### src/csv_stream_tokenizer_macros.svh
// Assertion macros for the CSV stream tokenizer.
`ifndef CSV_STREAM_TOKENIZER_MACROS_SVH
`define CSV_STREAM_TOKENIZER_MACROS_SVH
`ifndef SYNTHESIS
// Same-cycle implication, disabled while in reset.
`define CST_ASSERT_IMP(lbl, clk, rst_n, ante, cons) \
	lbl: assert property (@(posedge clk) disable iff (!rst_n) (ante) |-> (cons)) \
		else $error("assertion failed");
// Next-cycle implication, disabled while in reset.
`define CST_ASSERT_NXT(lbl, clk, rst_n, ante, cons) \
	lbl: assert property (@(posedge clk) disable iff (!rst_n) (ante) |=> (cons)) \
		else $error("assertion failed");
`else
`define CST_ASSERT_IMP(lbl, clk, rst_n, ante, cons)
`define CST_ASSERT_NXT(lbl, clk, rst_n, ante, cons)
`endif
`endif

### src/cst_pkg.sv
// Shared types and constants of the CSV stream tokenizer.
package cst_pkg;

	localparam int ADDR_W = 4;

	// register indexes (paddr[3:2])
	localparam logic [1:0] REG_DELIMITER = 2'd0;
	localparam logic [1:0] REG_STRICT    = 2'd1;
	localparam logic [1:0] REG_HEADERS   = 2'd2;

	// parse phases
	localparam logic [1:0] PH_START  = 2'd0;
	localparam logic [1:0] PH_UNQ    = 2'd1;
	localparam logic [1:0] PH_QUOTED = 2'd2;
	localparam logic [1:0] PH_AFTER  = 2'd3;

	// result kinds
	localparam logic [1:0] KIND_CONTENT = 2'd0;
	localparam logic [1:0] KIND_FIELD   = 2'd1;
	localparam logic [1:0] KIND_ROW     = 2'd2;
	localparam logic [1:0] KIND_ERROR   = 2'd3;

	// error codes
	localparam logic [2:0] ERR_NONE        = 3'd0;
	localparam logic [2:0] ERR_STRAY_QUOTE = 3'd1;
	localparam logic [2:0] ERR_AFTER_QUOTE = 3'd2;
	localparam logic [2:0] ERR_EMPTY_ROW   = 3'd3;
	localparam logic [2:0] ERR_FIELD_COUNT = 3'd4;
	localparam logic [2:0] ERR_UNCLOSED    = 3'd5;

	localparam logic [7:0] CH_QUOTE = 8'h22;
	localparam logic [7:0] CH_CR    = 8'h0D;
	localparam logic [7:0] CH_LF    = 8'h0A;
	localparam logic [7:0] CH_TAB   = 8'h09;
	localparam logic [7:0] CH_SPACE = 8'h20;

	typedef struct packed {
		logic [7:0] delimiter;
		logic       strict_en;
		logic       hdr_en;
	} cfg_t;

	typedef struct packed {
		logic       command;
		logic [7:0] data_byte;
	} in_item_t;

	typedef struct packed {
		logic [1:0] kind;
		logic [7:0] content_byte;
		logic [2:0] error_code;
		logic       in_header;
		logic [7:0] row_fields;
		logic [7:0] col_total;
	} out_item_t;

	typedef struct packed {
		logic [1:0] parse_phase;
		logic       cr_pending;
		logic       field_nonempty;
		logic [7:0] fields_in_row;
		logic [7:0] exp_cols;
		logic       first_row_done;
		logic       error_stuck;
	} parse_state_t;

	localparam parse_state_t STATE_RESET = '{
		parse_phase:      PH_START,
		cr_pending:       1'b0,
		field_nonempty:   1'b0,
		fields_in_row:    8'd0,
		exp_cols:         8'd0,
		first_row_done:   1'b0,
		error_stuck:      1'b0
	};

endpackage

### src/cst_regs.sv
// APB register file: delimiter, strict mode and header flag.
module cst_regs (
	input  logic                      clk,
	input  logic                      arst_n,
	input  logic                      psel,
	input  logic                      penable,
	input  logic                      pwrite,
	input  logic [cst_pkg::ADDR_W-1:0] paddr,
	input  logic [31:0]               pwdata,
	output logic [31:0]               prdata,
	output logic                      pready,
	output cst_pkg::cfg_t             cfg
);
	import cst_pkg::*;

	logic [7:0] delimiter_q;
	logic       strict_q;
	logic       headers_q;
	logic       wr_en;

	assign pready = 1'b1;
	assign wr_en  = psel && penable && pwrite;

	always_ff @(posedge clk or negedge arst_n) begin
		if (!arst_n) begin
			delimiter_q <= 8'd44;
			strict_q    <= 1'b0;
			headers_q   <= 1'b0;
		end else if (wr_en) begin
			unique case (paddr[3:2])
				REG_DELIMITER: delimiter_q <= pwdata[7:0];
				REG_STRICT:    strict_q    <= pwdata[0];
				REG_HEADERS:   headers_q   <= pwdata[0];
				default: ;
			endcase
		end
	end

	always_comb begin
		unique case (paddr[3:2])
			REG_DELIMITER: prdata = {24'd0, delimiter_q};
			REG_STRICT:    prdata = {31'd0, strict_q};
			REG_HEADERS:   prdata = {31'd0, headers_q};
			default:       prdata = 32'd0;
		endcase
	end

	assign cfg = '{delimiter: delimiter_q, strict_en: strict_q, hdr_en: headers_q};

endmodule

### src/cst_parse.sv
// Parse state registers and the single-step next-state / result logic.
`include "csv_stream_tokenizer_macros.svh"
module cst_parse #(
	parameter int MAX_FIELDS = 255
) (
	input  logic               clk,
	input  logic               arst_n,
	input  logic               step,
	input  cst_pkg::cfg_t      cfg,
	input  cst_pkg::in_item_t  item,
	output logic               res_valid,
	output cst_pkg::out_item_t res
);
	import cst_pkg::*;

	localparam logic [7:0] FIELD_CAP = (MAX_FIELDS < 255) ? 8'(MAX_FIELDS) : 8'd255;

	localparam logic [2:0] ACT_NONE    = 3'd0;
	localparam logic [2:0] ACT_CONTENT = 3'd1;
	localparam logic [2:0] ACT_FIELD   = 3'd2;
	localparam logic [2:0] ACT_ROW     = 3'd3;
	localparam logic [2:0] ACT_ERROR   = 3'd4;

	parse_state_t st_q;
	parse_state_t nx;
	logic [2:0]   act;
	logic [2:0]   err_c;
	logic [7:0]   b;
	logic         is_delim;
	logic         is_brk;
	logic         is_space;
	// row end terms
	logic         er_blank;
	logic         er_hdr;
	logic [7:0]   er_n;
	logic [7:0]   er_exp0;
	logic         er_mis;
	// assertion terms
	logic         stuck_byte;
	logic         caps_ok;
	logic         non_row;

	function automatic logic [7:0] sat_inc(input logic [7:0] v);
		sat_inc = (v < FIELD_CAP) ? v + 8'd1 : FIELD_CAP;
	endfunction

	assign b        = item.data_byte;
	assign is_delim = (b == cfg.delimiter);
	assign is_brk   = (b == CH_CR) || (b == CH_LF);
	assign is_space = (b == CH_SPACE) || ((b >= CH_TAB) && (b <= CH_CR));

	assign er_blank = (st_q.fields_in_row == 8'd0) && !st_q.field_nonempty;
	assign er_hdr   = cfg.hdr_en && !st_q.first_row_done;
	assign er_n     = sat_inc(st_q.fields_in_row);
	assign er_exp0  = (st_q.exp_cols == 8'd0) ? er_n : st_q.exp_cols;
	assign er_mis   = cfg.strict_en && (er_n != er_exp0);

	always_comb begin
		nx    = st_q;
		act   = ACT_NONE;
		err_c = ERR_NONE;
		if (item.command) begin
			if (!st_q.error_stuck) begin
				if (st_q.parse_phase == PH_QUOTED) begin
					act   = ACT_ERROR;
					err_c = ERR_UNCLOSED;
				end else if (st_q.parse_phase != PH_START || st_q.fields_in_row != 8'd0) begin
					act = ACT_ROW;
				end
			end
		end else if (!st_q.error_stuck) begin
			nx.cr_pending = 1'b0;
			// LF straight after CR is swallowed
			if (!(st_q.cr_pending && b == CH_LF)) begin
				unique case (st_q.parse_phase)
					PH_START: begin
						if (b == CH_QUOTE) begin
							nx.parse_phase = PH_QUOTED;
						end else if (is_delim) begin
							act = ACT_FIELD;
						end else if (is_brk) begin
							act = ACT_ROW;
						end else begin
							nx.parse_phase = PH_UNQ;
							act = ACT_CONTENT;
						end
					end
					PH_UNQ: begin
						if (b == CH_QUOTE) begin
							if (cfg.strict_en) begin
								act   = ACT_ERROR;
								err_c = ERR_STRAY_QUOTE;
							end else begin
								act = ACT_CONTENT;
							end
						end else if (is_delim) begin
							act = ACT_FIELD;
						end else if (is_brk) begin
							act = ACT_ROW;
						end else begin
							act = ACT_CONTENT;
						end
					end
					PH_QUOTED: begin
						if (b == CH_QUOTE) begin
							nx.parse_phase = PH_AFTER;
						end else begin
							act = ACT_CONTENT;
						end
					end
					PH_AFTER: begin
						if (b == CH_QUOTE) begin
							// doubled quote: literal quote, back inside the field
							nx.parse_phase = PH_QUOTED;
							act = ACT_CONTENT;
						end else if (is_delim) begin
							act = ACT_FIELD;
						end else if (is_brk) begin
							act = ACT_ROW;
						end else if (cfg.strict_en) begin
							act   = ACT_ERROR;
							err_c = ERR_AFTER_QUOTE;
						end else if (!is_space) begin
							nx.parse_phase = PH_UNQ;
							act = ACT_CONTENT;
						end
					end
					default: ;
				endcase
				if (act == ACT_ROW && b == CH_CR) begin
					nx.cr_pending = 1'b1;
				end
			end
		end

		res_valid = 1'b0;
		res       = '0;
		case (act)
			ACT_CONTENT: begin
				nx.field_nonempty = 1'b1;
				res_valid        = 1'b1;
				res.kind         = KIND_CONTENT;
				res.content_byte = b;
			end
			ACT_FIELD: begin
				nx.fields_in_row  = sat_inc(st_q.fields_in_row);
				nx.field_nonempty = 1'b0;
				nx.parse_phase    = PH_START;
				res_valid = 1'b1;
				res.kind  = KIND_FIELD;
			end
			ACT_ERROR: begin
				nx.error_stuck = 1'b1;
				res_valid      = 1'b1;
				res.kind       = KIND_ERROR;
				res.error_code = err_c;
			end
			ACT_ROW: begin
				nx.fields_in_row  = 8'd0;
				nx.field_nonempty = 1'b0;
				nx.parse_phase    = PH_START;
				if (er_blank) begin
					if (cfg.strict_en) begin
						nx.error_stuck = 1'b1;
						res_valid      = 1'b1;
						res.kind       = KIND_ERROR;
						res.error_code = ERR_EMPTY_ROW;
					end
				end else if (er_hdr) begin
					nx.exp_cols       = er_n;
					nx.first_row_done = 1'b1;
					res_valid      = 1'b1;
					res.kind       = KIND_ROW;
					res.row_fields = er_n;
				end else begin
					if (cfg.strict_en) begin
						nx.exp_cols = er_exp0;
					end else begin
						nx.exp_cols = (er_n > er_exp0) ? er_n : er_exp0;
					end
					res_valid = 1'b1;
					if (er_mis) begin
						nx.error_stuck = 1'b1;
						res.kind       = KIND_ERROR;
						res.error_code = ERR_FIELD_COUNT;
					end else begin
						nx.first_row_done = 1'b1;
						res.kind       = KIND_ROW;
						res.row_fields = er_n;
					end
				end
			end
			default: ;
		endcase

		res.in_header = cfg.hdr_en && !st_q.first_row_done;
		res.col_total = nx.exp_cols;

		// end of input drops all parse state
		if (item.command) begin
			nx = STATE_RESET;
		end
	end

	always_ff @(posedge clk or negedge arst_n) begin
		if (!arst_n) begin
			st_q <= STATE_RESET;
		end else if (step) begin
			st_q <= nx;
		end
	end

	assign stuck_byte = step && st_q.error_stuck && !item.command;
	assign caps_ok    = (st_q.fields_in_row <= FIELD_CAP) && (st_q.exp_cols <= FIELD_CAP);
	assign non_row    = res_valid && (res.kind != KIND_ROW);

	`CST_ASSERT_IMP(a_stuck_quiet, clk, arst_n, stuck_byte, !res_valid)
	`CST_ASSERT_NXT(a_eoi_clears, clk, arst_n, step && item.command, st_q == STATE_RESET)
	`CST_ASSERT_IMP(a_count_cap, clk, arst_n, 1'b1, caps_ok)
	`CST_ASSERT_IMP(a_rowf_row_only, clk, arst_n, non_row, res.row_fields == 8'd0)

endmodule

### src/csv_stream_tokenizer.sv
// Top level of the CSV stream tokenizer: input stage, parser, result stage, registers.
// Throughput: one item per cycle sustained, with either side free to idle or stall.
// Path: an item taken in is registered in the input stage, parsed out of it, and its
//   result (if any) is registered in the result stage and offered on result_valid.
// Reset (arst_n low, asynchronous) empties both stages, clears the parse state and
//   loads the register defaults: delimiter 44, strict mode off, headers off.
module csv_stream_tokenizer #(
	parameter int MAX_FIELDS = 255
) (
	input  logic                       clk,
	input  logic                       arst_n,
	// configuration
	input  logic                       psel,
	input  logic                       penable,
	input  logic                       pwrite,
	input  logic [cst_pkg::ADDR_W-1:0] paddr,
	input  logic [31:0]                pwdata,
	output logic [31:0]                prdata,
	output logic                       pready,
	// byte stream in
	input  logic                       item_valid,
	output logic                       item_ready,
	input  cst_pkg::in_item_t          item,
	// tokens out
	output logic                       result_valid,
	input  logic                       result_ready,
	output cst_pkg::out_item_t         result
);
	import cst_pkg::*;

	cfg_t      cfg;
	logic      vld_s1;
	in_item_t  item_s1;
	logic      vld_s2;
	out_item_t res_s2;
	logic      s2_free;
	logic      step;
	logic      res_valid;
	out_item_t res;

	cst_regs u_regs (
		.clk     (clk),
		.arst_n  (arst_n),
		.psel    (psel),
		.penable (penable),
		.pwrite  (pwrite),
		.paddr   (paddr),
		.pwdata  (pwdata),
		.prdata  (prdata),
		.pready  (pready),
		.cfg     (cfg)
	);

	// The result stage can take a new token when empty or when its token
	// transfers this cycle; the input stage moves whenever that holds.
	assign s2_free    = !vld_s2 || result_ready;
	assign step       = vld_s1 && s2_free;
	assign item_ready = !vld_s1 || s2_free;

	// input stage
	always_ff @(posedge clk or negedge arst_n) begin
		if (!arst_n) begin
			vld_s1 <= 1'b0;
		end else if (item_ready) begin
			vld_s1 <= item_valid;
		end
	end

	always_ff @(posedge clk) begin
		if (item_ready && item_valid) begin
			item_s1 <= item;
		end
	end

	cst_parse #(
		.MAX_FIELDS (MAX_FIELDS)
	) u_parse (
		.clk       (clk),
		.arst_n    (arst_n),
		.step      (step),
		.cfg       (cfg),
		.item      (item_s1),
		.res_valid (res_valid),
		.res       (res)
	);

	// result stage: items that give no token simply leave it empty
	always_ff @(posedge clk or negedge arst_n) begin
		if (!arst_n) begin
			vld_s2 <= 1'b0;
		end else if (s2_free) begin
			vld_s2 <= step && res_valid;
		end
	end

	always_ff @(posedge clk) begin
		if (s2_free && step && res_valid) begin
			res_s2 <= res;
		end
	end

	assign result_valid = vld_s2;
	assign result       = res_s2;

endmodule
### config.mk
export PLATFORM = sky130hd
export DESIGN_NAME = csv_stream_tokenizer
export DESIGN_NICKNAME = d
export VERILOG_FILES = /design/src/cst_pkg.sv /design/src/cst_regs.sv /design/src/cst_parse.sv /design/src/csv_stream_tokenizer.sv
export VERILOG_INCLUDE_DIRS = /design/src /design/src/src
export SDC_FILE = /design/constraint.sdc
export NUM_CORES = 1
export LEC_CHECK = 0
export ABC_AREA = 1
export ABC_CLOCK_PERIOD_IN_PS = 4250
export BUFFER_PORTS_ARGS = -buffer_cell sky130_fd_sc_hd__buf_2
export CORE_MARGIN = 8
export CORE_UTILIZATION = 40
export CTS_CLUSTER_SIZE = 40
export DETAILED_ROUTE_END_ITERATION = 10
export GPL_TIMING_DRIVEN = 1
export PLACE_DENSITY = 0.65
export SYNTH_ARGS = -nofsm -noshare
export SYNTH_HDL_FRONTEND = slang
export SYNTH_SLANG_ARGS = --single-unit
### constraint.sdc
create_clock -name clk -period 4.25 [get_ports clk]
set_input_delay 0.2125 -clock clk [delete_from_list [all_inputs] [get_ports clk]]
set_output_delay 0.2125 -clock clk [all_outputs]
set_load 0.05 [all_outputs]
==> reports/qor.csv, run 1 <==
metric;value;unit
register area;0.00203;mm2
placed cell count;717;
mapped cell area;0.00432;mm2
sequential area share after synthesis;46.9;%
top-level I/O count;117;
Synth Instances;518;
Leak;2.44;nW
Post CTS Setup Buffer Count;0;
worst-margin pin slew;0.787;ns
flop-to-flop setup slack;0.69;ns
Starting Density;40.4;%
worst skew pair latency;0.36;ns
IO buf count;65;
full die area;0.0144;mm2
worst stage delay on the critical path;0.40;ns
setup ws final;0.686;ns
hold path depth;1;
antenna violations before repair;0;
Post-Route WL;9660;um
layout cell share with drive strength beyond 1;21.2;%
H-tree depth;3;
routability-driven placement congestion ratio;0.897;
Critical Path Source;u_parse.st_q[10]$_DFFE_PN0P_;
WP data arrival;3.86;ns
Post-Layout Cell Count;734;
worst path cell trace;ha_1, nand2_1, nor3_1, inv_1, nor2_1, inv_2, nor2_4, a21oi_1, o21ai_0, inv_1, ha_1, nand2_1, inv_1, o21ai_0, a21oi_1, o211ai_1, nand2_1, mux2_2, o21ai_2, nand2_1, nand2_1;
Congestion Overflow GR;0;
Post-synth EDFFs;39;
Clock Skew;0.0154;ns
Synth Area per Inst;8.34;um2
cts bufs inserted;9;
clock slew at reported path FFs;0.09;ns
Slew headroom;47.5;%
asr flop ratio synth;46.6;%
Vias/cell;4.79;
setup TNS;0;ns
Worst setup EP type;flop;
nets;655;
max-slew violation count;0;
period utilisation layout;83.9;%
Slowest cell on crit path;mux2_2;
vias;3515;
Rows;38;
post-CTS sizing;0;
Max Fclk;281;MHz
ANT cells;0;
pwr dens;631;mW/mm2
Hold WC Path Type;primary input to flop;
area growth from synthesis to layout;13.1;%
max_cap viols;0;
First DRT Iteration DRCs;184;
Post-Synth Simple-Gate Area;24.4;%
width of the chip;120;um
mux cell area share after synthesis;0.261;%
Final setup viols;0;
Post-synth top flop;edfxtp_1;
total power;3.08;mW
drt drc;0;
status;finished, final reports clean;
Required @ worst endpoint;4.55;ns
Core ar.;0.0107;mm2
fillers;1074;
Worst Hold Path EP;item_s1[3]$_DFFE_PP_;
flops & latches, synth;73;
area share of fa/ha/maj cells after synthesis;4.06;%
Hold Crit Start;item[3];
worst reg2reg path startpoint;u_parse.st_q[10]$_DFFE_PN0P_;
post-route ant nets;0;
FF-to-FF End;u_parse.st_q[9]$_DFFE_PN0P_;
largest net degree at the start of global routing;35;
cell repeated most along the worst path;nand2_1;
largest family of logic cells by synthesized area;simple AND/OR/NAND/NOR gates;
final-report hold violation count;0;
startpoint class of the critical path;flop;
RSZ-0062 raised after global routing;no;
Die Ht;120;um
Max Buffers Root-to-Sink;2;
crit path max fanout;15;
CP Class;flop to flop;
number of global-route vias before repair;3551;
root buf cell;clkbuf_8;
XOR/XNOR share of the synthesized area;0.406;%
Ys Warns;0;
DRT Pass-1 Iters;4;
maximum vdd drop;0.000297;V
area of the multi-input gates;0.00184;mm2
DP HPWL;7480;um
global-route wire length before repair;16400;um
distinct cell type count after synthesis;43;
post-DR wirelength/cell;13.2;um
post-synthesis compound-gate area fraction;11.3;%
Worst R2R Path Depth;21;
CTS tree;built;
gr usage total;13.8;%
pre-CTS setup slack;0.708;ns
clk sinks;73;
fin crit period;3.56;ns
-- worst max-delay path by stage --
stage	to	slack [ns]	depth (start not counted)
after floorplan	result[1]$_DFFE_PP_	1.19	18
after global placement	u_parse.st_q[9]$_DFFE_PN0P_	0.85	21
after detailed placement	u_parse.st_q[9]$_DFFE_PN0P_	0.71	21
after CTS	u_parse.st_q[9]$_DFFE_PN0P_	0.67	21
after global routing	u_parse.st_q[9]$_DFFE_PN0P_	0.30	21
final	u_parse.st_q[9]$_DFFE_PN0P_	0.69	21
-- stage by stage --
step	hold WS [ns]	utilization (%)	area (um2)
finish	0.0171	45.7	4890
global route	0.00799	45.7	4890
CTS	0.00607	45.7	4890
detailed placement	0.358	43.9	4690
global placement	0.348	43.9	4690
floorplan	-0.0831	-	4410
-- logic make-up after synthesis --
family / after synthesis
and+or+nand+nor: 229
xor gates and xnor gates: 2
adders and majority gates: 14
AOI/OAI and AO/OA: 84
other: 2
buffers and inverters: 113
DFF: 73
muxes: 1
-- per-layer routing --
layer / track usage [%] / share of wire [%] / vias to the layer above
met5: 0 / 0 / -
met4: 5.15 / 1.7 / 0
met3: 3.48 / 6.1 / 16
met2: 24.3 / 49 / 106
met1: 15.8 / 43 / 1598
li1: - / - / 1795
-- where the power goes --
| group | switching [mW] | internal (mW) | total (mW) | leakage [nW] |
|---|---|---|---|---|
| Clock | 0.300 | 0.222 | 0.522 | 0.0848 |
| Combinational | 1.15 | 0.349 | 1.50 | 1.54 |
| Sequential | 0.0831 | 0.973 | 1.06 | 0.809 |
| Total | 1.54 | 1.54 | 3.08 | 2.44 |
-- cells in the mapped netlist (3+ instances only) --
cell / instances / share of area, %
o22ai_1: 8 / 1.2
o21ai_1: 9 / 1.0
nand2_2: 9 / 1.3
o21ai_0: 25 / 2.9
nor3_1: 12 / 1.4
nand3_2: 3 / 0.70
o21ai_2: 3 / 0.61
nand2_1: 99 / 8.6
dfrtp_1: 31 / 18
inv_1: 70 / 6.1
nand2_4: 3 / 0.78
buf_4: 25 / 4.3
nand4_1: 8 / 1.2
o211ai_1: 11 / 1.9
dfstp_2: 3 / 1.8
nor2_1: 61 / 5.3
inv_2: 11 / 0.96
ha_1: 14 / 4.1
a21oi_1: 22 / 2.5
nand3_1: 22 / 2.5
nor2_2: 3 / 0.43
clkbuf_1: 4 / 0.35
edfxtp_1: 39 / 27
-- cells in the final DEF, fill, tap and decap left out, types with 8 or more instances in the layout --
cell / Yosys / layout
a21oi_1: 22 / 22
buf_2: 0 / 65
clkbuf_8: 0 / 9
conb_1: 2 / 25
dfrtp_1: 31 / 31
edfxtp_1: 39 / 39
ha_1: 14 / 14
inv_1: 70 / 70
inv_2: 11 / 11
nand2_1: 99 / 99
nand2_2: 9 / 9
nand3_1: 22 / 22
nand4_1: 8 / 8
nor2_1: 61 / 61
nor3_1: 12 / 12
o211ai_1: 11 / 11
o21ai_0: 25 / 25
o21ai_1: 9 / 9
o22ai_1: 8 / 8
-- repair_timing --
action | 4_1_cts | 5_1_grt
hold buffers | 1 | 0
endpoints found under the setup margin | 0 | 0
hold endpoints to repair | 31 | 0
-- registers in the layout, summed over array words and instances, names as in the netlist --
signal and flops:
item_s1 9, result 30, result_valid 1, u_parse.st_q 22
u_regs.delimiter_q 8, u_regs.headers_q 1, u_regs.strict_q 1, vld_s1 1
-- area by class of cell --
class                      count  area share [%]
sequential                    73            41.5
multi-input combinational    355            37.7
timing repair buffer          68            7.17
inverter                      82            6.35
tap                          140            3.59
clock buffer                   9            2.54
clock inverter                 7            1.23
-- critical path, delay by kind of cell, from the launching register on --
kind | cells | cell delay (ns)
AOI/OAI and AO/OA | 6 | 0.92
adders and majority gates | 2 | 0.45
buffers and inverters | 4 | 0.28
DFF | 1 | 0.37
muxes | 1 | 0.40
and+or+nand+nor | 8 | 1.10
Note: power is estimated with default switching activity, not from simulation.
==> run 2, diff against run 1 <==
- ABC_CLOCK_PERIOD_IN_PS: 4250 -> 3200
- PLACE_DENSITY: 0.65 -> 0.67
- clock period: 4.25 -> 3.2 ns (I/O delays scaled with it)
==> reports/qor.csv, run 2 (synthesis results as in run 1) <==
metric;value;unit
hold path depth;3;
Hold WC Path Type;primary input to flop;
Die Ht;120;um
Clock Skew;0.00660;ns
top-level I/O count;117;
IO buf count;65;
Post-Layout Cell Count;786;
post-route ant nets;0;
crit path max fanout;8;
Leak;2.78;nW
vias;3947;
worst reg2reg path startpoint;u_parse.st_q[11]$_DFFE_PN0P_;
clk sinks;73;
maximum vdd drop;0.000520;V
period utilisation layout;107;%
Rows;38;
Worst setup EP type;flop;
number of global-route vias before repair;3921;
DP HPWL;7930;um
max_cap viols;0;
area growth from synthesis to layout;28.6;%
worst-margin pin slew;0.825;ns
global-route wire length before repair;18000;um
worst skew pair latency;0.36;ns
setup ws final;-0.223;ns
status;complete, but fails checks;
placed cell area;0.00487;mm2
CTS tree;built;
Hold Crit Start;item_valid;
fin crit period;3.42;ns
Worst Hold Path EP;vld_s1$_DFFE_PN0N_;
max FFs per register;30;
width of the chip;120;um
Final setup viols;16;
Congestion Overflow GR;0;
Starting Density;40.4;%
pwr dens;880;mW/mm2
Max Buffers Root-to-Sink;2;
fillers;979;
drt drc;0;
clock slew at reported path FFs;0.08;ns
cts bufs inserted;9;
layout cell share with drive strength beyond 1;31.7;%
FF-to-FF End;u_parse.st_q[9]$_DFFE_PN0P_;
post-DR wirelength/cell;14.6;um
Core ar.;0.0107;mm2
RSZ-0062 raised after global routing;yes;
commonest non-fill, non-tap cell in the layout;nand2_1;
largest net degree at the start of global routing;35;
Vias/cell;5.02;
gr usage total;15.2;%
First DRT Iteration DRCs;290;
antenna violations before repair;0;
H-tree depth;3;
CP Class;flop to flop;
most frequent cells in the layout;nand2_1 (93), inv_1 (65), buf_2 (65);
Slew headroom;45.0;%
root buf cell;clkbuf_8;
WP data arrival;3.72;ns
placed cell count;739;
startpoint class of the critical path;flop;
Worst R2R Path Depth;23;
final-report hold violation count;0;
Required @ worst endpoint;3.50;ns
DRT Pass-1 Iters;7;
flop-to-flop setup slack;-0.22;ns
ANT cells;0;
Max Fclk;292;MHz
nets;707;
design area;0.00555;mm2
max-slew violation count;0;
routability-driven placement congestion ratio;0.888;
failing checks;setup timing;
Post-Route WL;11500;um
full die area;0.0144;mm2
[run 2: cell types whose count changed in the layout (fill, tap and decap cells not counted), moves of 4 or more]
cell,before,now
a21oi_1,22,15
o21ai_0,25,11
a21oi_2,1,6
inv_2,11,16
nand2_1,99,93
o21ai_1,9,15
nand2_2,9,13
dlygate4sd3_1,1,10
o21ai_2,3,8
buf_6,0,5
buf_4,2,37
inv_1,70,65
[run 2: critical path, cell delays in order, from the launching register on]
cell      delay, ns
dfrtp_1        0.36
ha_2           0.19
nand2_2        0.07
nor3_2         0.17
inv_1          0.06
nor2_1         0.12
inv_2          0.07
nor2_4         0.11
buf_12         0.15
a21oi_2        0.06
o21ai_1        0.23
inv_1          0.09
ha_1           0.28
nand2_1        0.05
inv_1          0.07
o21ai_1        0.08
a21oi_2        0.14
o211ai_1       0.11
nand2_2        0.15
buf_12         0.16
mux2_2         0.36
o21ai_4        0.16
nand2_1        0.06
nand2_1        0.06
[run 2: timing repair]
| item | in CTS | in global routing |
|---|---|---|
| resized for setup | 14 | 48 |
| hold buffers | 10 | 0 |
| endpoints found under the setup margin | 20 | 27 |
| cloned | 0 | 1 |
| pin swaps | 8 | 16 |
| endpoints found under the hold margin | 40 | 0 |
| setup buffers | 14 | 7 |
[run 2: area by class of cell]
| type | instances | area [um2] | area share (%) |
|---|---|---|---|
| clock buffer | 9 | 124 | 2.23 |
| clock inverter | 7 | 77.6 | 1.40 |
| inverter | 82 | 310 | 5.59 |
| multi-input combinational | 355 | 2020 | 36.3 |
| sequential | 73 | 2030 | 36.5 |
| tap | 140 | 175 | 3.15 |
| timing repair buffer | 120 | 825 | 14.8 |
[run 2: power by group]
group	internal, mW	switching, mW
combinational	0.873	1.87
clock	0.367	0.385
sequential	1.29	0.105
[run 2: how the worst max path moves through the flow]
stage,startpoint,endpoint,slack [ns],cells after the start
finish,u_parse.st_q[11]$_DFFE_PN0P_,u_parse.st_q[9]$_DFFE_PN0P_,-0.22,23
detailed placement,u_parse.st_q[10]$_DFFE_PN0P_,u_parse.st_q[9]$_DFFE_PN0P_,-0.16,22
CTS,u_parse.st_q[10]$_DFFE_PN0P_,u_parse.st_q[9]$_DFFE_PN0P_,-0.13,21
global route,u_parse.st_q[10]$_DFFE_PN0P_,u_parse.st_q[9]$_DFFE_PN0P_,-0.42,23
global placement,u_parse.st_q[10]$_DFFE_PN0P_,result[6]$_DFFE_PP_,-0.01,20
floorplan,u_parse.st_q[6]$_DFFE_PN0P_,result[1]$_DFFE_PP_,0.14,18
[run 2: routing by layer]
metal / part of all wire, % / global-route usage [%] / vias to the layer above
met3: 6.8 / 4.04 / 42
met5: 0 / 0 / -
li1: - / - / 1899
met2: 51 / 27.7 / 166
met4: 2.7 / 4.76 / 0
met1: 40 / 17.0 / 1840
[run 2: per-stage QoR]
step | setup slack (ns) | utilization, % | power [mW] | hold slack [ns] | TNS, ns
after floorplan | 0.138 | - | 3.01 | -0.136 | 0
after global placement | -0.0136 | 45.5 | 3.61 | 0.291 | -0.0310
after detailed placement | -0.164 | 45.5 | 3.66 | 0.300 | -1.31
after CTS | -0.128 | 49.7 | 4.50 | 0.0168 | -0.871
after global routing | -0.417 | 51.9 | 5.18 | 0.0221 | -5.52
final | -0.223 | 51.9 | 4.89 | 0.0183 | -2.26
